**src/rtl/clp_pkg.sv**
```systemverilog
package clp_pkg;

	localparam int FRAC_BITS = 16;
	localparam int MIX_BITS  = 16;
	localparam int CW        = 32;
	// distance: exact product shifted down, three terms plus offset
	localparam int DW        = 2 * CW - FRAC_BITS + 2;
	localparam int NW        = DW + 1;
	localparam int RW        = NW + 1;
	localparam int DIFW      = CW + 1;
	localparam int PW        = DIFW + MIX_BITS + 2;
	localparam int SW        = CW + 4;
	localparam int MXW       = MIX_BITS + 1;
	localparam int CIW       = 3;

	localparam logic [CIW-1:0] CFG_NORMAL_X = 3'd0;
	localparam logic [CIW-1:0] CFG_NORMAL_Y = 3'd1;
	localparam logic [CIW-1:0] CFG_NORMAL_Z = 3'd2;
	localparam logic [CIW-1:0] CFG_OFFSET   = 3'd3;
	localparam logic [CIW-1:0] CFG_MARGIN   = 3'd4;

	localparam logic [1:0] STATUS_HIDDEN  = 2'd0;
	localparam logic [1:0] STATUS_VISIBLE = 2'd1;
	localparam logic [1:0] STATUS_CLIPPED = 2'd2;

	typedef logic [CW-1:0] word_t;
	typedef word_t [2:0][2:0] verts_t;   // [vertex][axis]
	typedef logic [DW-1:0] dist_t;

	typedef struct packed {
		logic signed [31:0] normal_x;
		logic signed [31:0] normal_y;
		logic signed [31:0] normal_z;
		logic signed [31:0] plane_offset;
		logic [15:0]        front_margin;
	} cfg_t;

	typedef struct packed {
		logic signed [31:0] v0_x;
		logic signed [31:0] v0_y;
		logic signed [31:0] v0_z;
		logic signed [31:0] v1_x;
		logic signed [31:0] v1_y;
		logic signed [31:0] v1_z;
		logic signed [31:0] v2_x;
		logic signed [31:0] v2_y;
		logic signed [31:0] v2_z;
	} tri_in_t;

	typedef struct packed {
		logic [1:0]         status;
		logic               tri_index;
		logic [1:0]         vertex_slot;
		logic               is_original;
		logic [1:0]         source_vertex;
		logic signed [31:0] cut_x;
		logic signed [31:0] cut_y;
		logic signed [31:0] cut_z;
		logic [16:0]        mix;
		logic [1:0]         edge_first;
		logic [1:0]         edge_second;
		logic               last;
	} result_t;

	typedef struct packed {
		logic       orig;
		logic [1:0] idx;
	} vref_t;

	localparam vref_t O0 = 3'b100;
	localparam vref_t O1 = 3'b101;
	localparam vref_t O2 = 3'b110;
	localparam vref_t X0 = 3'b000;
	localparam vref_t X1 = 3'b001;
	localparam vref_t X2 = 3'b010;

	// output vertex run for a front mask; item 0 in the low slot
	function automatic vref_t clip_ref(input logic [2:0] fr, input logic [2:0] i);
		vref_t [5:0] lst;
		vref_t       r;
		case (fr)
			3'b001: lst = {X0, X0, X0, X2, X0, O0};
			3'b010: lst = {X0, X0, X0, X1, O1, X0};
			3'b100: lst = {X0, X0, X0, O2, X1, X2};
			3'b011: lst = {X2, X1, O0, X1, O1, O0};
			3'b101: lst = {O2, X1, O0, X1, X0, O0};
			3'b110: lst = {X2, O2, X0, O2, O1, X0};
			default: lst = {X0, X0, X0, X0, X0, X0};
		endcase
		if (i < 3'd6) begin
			r = lst[i];
		end else begin
			r = X0;
		end
		return r;
	endfunction

endpackage

```
**src/rtl/clp_emit.sv**
```systemverilog
module clp_emit (
	input  logic                          clk,
	input  logic                          arst_n,
	input  logic                          in_valid,
	input  logic [2:0]                    front,
	input  clp_pkg::verts_t               cut,
	input  logic [2:0][clp_pkg::MXW-1:0]  mix,
	output logic                          free,
	output logic                          strobe,
	output clp_pkg::result_t              result
);
	import clp_pkg::*;

	logic                  hold_q;
	logic [2:0]            cnt_q;
	logic [2:0]            front_q;
	verts_t                cut_q;
	logic [2:0][MXW-1:0]   mix_q;
	logic [1:0]            status;
	logic [2:0]            last_idx;
	logic                  is_last;
	logic                  load;
	vref_t                 ref_v;

	always_comb begin
		if (front_q == 3'b000) begin
			status   = STATUS_HIDDEN;
			last_idx = 3'd0;
		end else if (front_q == 3'b111) begin
			status   = STATUS_VISIBLE;
			last_idx = 3'd0;
		end else begin
			status   = STATUS_CLIPPED;
			last_idx = ($countones(front_q) == 1) ? 3'd2 : 3'd5;
		end
	end

	assign is_last = cnt_q == last_idx;
	assign free    = !hold_q || is_last;
	assign load    = in_valid && free;
	assign strobe  = hold_q;
	assign ref_v   = clip_ref(front_q, cnt_q);

	always_ff @(posedge clk or negedge arst_n) begin
		if (!arst_n) begin
			hold_q <= 1'b0;
			cnt_q  <= '0;
		end else if (load) begin
			hold_q <= 1'b1;
			cnt_q  <= '0;
		end else if (hold_q) begin
			if (is_last) begin
				hold_q <= 1'b0;
			end else begin
				cnt_q <= cnt_q + 3'd1;
			end
		end
	end

	always_ff @(posedge clk) begin
		if (load) begin
			front_q <= front;
			cut_q   <= cut;
			mix_q   <= mix;
		end
	end

	always_comb begin
		result        = '0;
		result.status = status;
		result.last   = is_last;
		if (status == STATUS_CLIPPED) begin
			result.tri_index   = cnt_q >= 3'd3;
			result.vertex_slot = (cnt_q >= 3'd3) ? 2'(cnt_q - 3'd3) : cnt_q[1:0];
			if (ref_v.orig) begin
				result.is_original   = 1'b1;
				result.source_vertex = ref_v.idx;
			end else begin
				result.cut_x       = cut_q[ref_v.idx][0];
				result.cut_y       = cut_q[ref_v.idx][1];
				result.cut_z       = cut_q[ref_v.idx][2];
				result.mix         = mix_q[ref_v.idx];
				result.edge_first  = ref_v.idx;
				result.edge_second = (ref_v.idx == 2'd2) ? 2'd0 : ref_v.idx + 2'd1;
			end
		end
	end

endmodule

```
**config.mk**
```make
export PLATFORM = sky130hd
export DESIGN_NAME = clp_emit
export DESIGN_NICKNAME = d
export VERILOG_FILES = /design/src/rtl/clp_pkg.sv /design/src/rtl/clp_emit.sv
export SDC_FILE = /design/constraint.sdc
export NUM_CORES = 1
export LEC_CHECK = 0
export CORE_AREA = 3 3 182 184
export CTS_CLUSTER_DIAMETER = 40
export CTS_CLUSTER_SIZE = 24
export DETAILED_ROUTE_END_ITERATION = 16
export DIE_AREA = 0 0 185 187
export DONT_BUFFER_PORTS = 1
export GPL_ROUTABILITY_DRIVEN = 0
export PLACE_DENSITY_LB_ADDON = 0.3
export SETUP_SLACK_MARGIN = 0.4
export SYNTH_ARGS = -nofsm -noshare
export SYNTH_HDL_FRONTEND = slang
export SYNTH_SLANG_ARGS = --single-unit
```
**constraint.sdc**
```tcl
create_clock -name clk -period 9.6 [get_ports clk]
set_input_delay 0.96 -clock clk [delete_from_list [all_inputs] [get_ports clk]]
set_output_delay 0.96 -clock clk [all_outputs]
set_load 0.03 [all_outputs]
```
==> results_dict.tcl <==
set metrics [dict create \
    grt_pass1_vias 6791 \
    yosysWarningCount 0 \
    clock.fmax_mhz 198.5 \
    drc 0 \
    tightest_slew_ps 1133 \
    drive_above_1_share_pct 12.79 \
    max_stage_delay_ps 810 \
    path_cells "nand4b_1, o311ai_2, a22oi_2, buf_4, mux2i_1, o2bb2ai_1" \
    clkSinkCount 346 \
    cts_setup_buffers 0 \
    final_core_util_pct 48.07 \
    combPwrFrac_pct 35.2 \
    report.final.setup_viol 0 \
    worst-path-buf-inv 1 \
    ctsResizeCount 0 \
    vias 6529 \
    routedWlPerCell_um 27.03 \
    power_frac_clock_pct 26.0 \
    synthArstFlopShare_pct 1.156 \
    period_needed_ps 5039 \
    grt_usage_pct 17.00 \
    dieWidth_um 185 \
    cts.clk_slew.worst_paths_ps 60 \
    grt-ovfl-total 0 \
    end_kind "output pin" \
    slew_headroom_pct 24.48 \
    p_switching_mw 2.648 \
    mostFrequentLayoutCells "edfxtp_1 (342), mux2i_1 (114), o2bb2ai_1 (113)" \
    fin_area_sq_mm 0.01517 \
    ys_seq_elements 346 \
    status "finished clean" \
    tns_ps 0 \
    start_util_pct 42.23 \
    area_growth_pct 13.82 \
    drt_first_pass_iters 4 \
    synth_fp_nets 1048 \
    cellLeakagePower_nw 5.385 \
    mappedNetlistArea_sq_mm 0.01333 \
    cp.required_ps 8640 \
    multiInputGateArea_sq_mm 0.002665 \
    grt_pass1_wl_um 43530 \
    cts-htree-levels 2 \
    cp_max_fo 55 \
    synth-edff-count 342 \
    ios 473 \
    critPathLaunchType "flip-flop" \
    grt_max_degree 188 \
    cts_buffers 44 \
    clock_latency_ps 540 \
    synth-seq-area-share_pct 77.81 \
    root_buffer "clkbuf_16" \
    slowest_stage "buf_4" \
    core-area_sq_mm 0.03156 \
    fillers 2591 \
    ir_worst_vdd_uv 203.5 \
    rows 65 \
    mostFrequentLayoutCell "edfxtp_1" \
    cellPowerDensity_mw_per_mm2 415.7 \
    first_iter_violations 416 \
    hold_viol 0 \
    vias_per_cell 5.687 \
    final_nets 1057 \
    synth_area_per_cell_sq_um 19.04 \
    slew_viol_final 0 \
    dpl-instance-area_sq_mm 0.01363 \
    cts_hold_buffers 0 \
    antenna_found_initial 9 \
    clock_path_buffers 3 \
    rsz0062_at_grt "false" \
    pwr-share-seq_pct 38.8 \
    totalWireLength_um 31030 \
    max_cap_viol_count 0 \
    netlist-cell-type-count 44 \
    hold_class "in -> async" \
    ff_latch_area_sq_mm 0.01037 \
    place.port_buffers 0 \
    cp.arrival_ps 4080 \
    switching_share_pct 42.00 \
    cp.depth 6 \
    p_total_mw 6.306 \
    die-area_sq_mm 0.03460 \
    crit_family "compound AO/OA/AOI/OAI gates" \
    detailed_place_hpwl_um 21960 \
    reg2reg_depth 7 \
    synth_ff_type "edfxtp_1" \
    skew_ps 25.37 \
    p_int_mw 3.658 \
    ant_nets 0 \
    postSynthCellCount 700 \
    worst_slack_ps 4561 \
    crit_type "reg -> out" \
    dpl_worst_slack_ps 5105 \
    cts_tree "yes" \
    die_height_um 187 \
    min_period_over_period_pct 52.49 \
]
## worst paths after layout
check                                      from                   end  slack [ps]
hold / removal                           arst_n      strobe$_DFF_PN0_         120
min in group clk                       cut[107]  cut_q[107]$_DFFE_PP_         510
hold reg to reg                strobe$_DFF_PN0_  cnt_q[2]$_DFFE_PN0P_         780
max in group asynchronous                arst_n  cnt_q[1]$_DFFE_PN0P_        9400
setup / recovery           front_q[1]$_DFFE_PP_            result[77]        4560
setup reg to reg           front_q[1]$_DFFE_PP_   cut_q[29]$_DFFE_PP_        5180
## cell families after synthesis
group,Yosys count,synth area share (%)
AO/OA/AOI/OAI,139,8.929
buffers and inverters,51,2.319
AND/OR/NAND/NOR,45,1.906
multiplexers,114,8.563
XOR/XNOR,2,0.1315
flip-flops,346,77.81
adder cells (fa/ha/maj),3,0.3380
## layout make-up
cell class	instances	share of cell area [%]
Sequential cell	346	68.37
Multi-Input combinational cell	303	17.57
Clock buffer	48	7.498
Tap cell	402	3.316
Clock inverter	32	2.574
Timing Repair Buffer	8	0.4784
Inverter	6	0.1485
Antenna cell	3	0.04949
## per-layer routing
layer,GRT usage [%],part of all wire (%),up-vias
met1,16.52,33,3180
met5,0,0.22,-
met2,30.57,52,384
met3,9.140,13,65
li1,-,-,2890
met4,5.455,2.7,10
## synthesized netlist by cell type, types with 4 or more instances
cell | count | share of area, %
buf_6 | 6 | 0.51
inv_1 | 4 | 0.11
a21oi_1 | 4 | 0.15
o2bb2ai_1 | 113 | 7.4
clkbuf_1 | 5 | 0.14
buf_2 | 22 | 0.83
nor2_1 | 14 | 0.39
edfxtp_1 | 342 | 77
buf_4 | 12 | 0.68
nor2b_1 | 4 | 0.19
nand2_1 | 7 | 0.20
dfrtp_1 | 4 | 0.75
mux2i_1 | 114 | 8.6
## metrics by stage
step           hold WS [ps]  instances
2_1_floorplan         580.5        700
3_3_place_gp          664.5       1065
3_5_place_dp          664.5       1065
4_1_cts               81.85       1145
5_1_grt               75.14       1147
6_report              118.6       1148
## power by group through the flow
stage | combinational, mW | sequential (mW) | clock (mW)
after CTS | 2.26 | 2.44 | 1.68
final | 2.22 | 2.44 | 1.64
after global placement | 2.22 | 2.45 | 0
after floorplan | 1.91 | 2.50 | 0
after global routing | 2.36 | 2.48 | 1.76
after detailed placement | 2.26 | 2.47 | 0
## worst register-to-register path, cell delays in order (launching register included)
cell	delay, ps
edfxtp_1	640
fa_1	630
nor4b_2	230
xnor2_1	130
o21a_1	240
inv_1	270
and2_4	840
buf_4	970
## registers in the layout, indices dropped and copies added (netlist names)
name and cells:
mix_q 51, cnt_q 3, cut_q 288, strobe 1, front_q 3
Power figures use the tool's default switching activity.
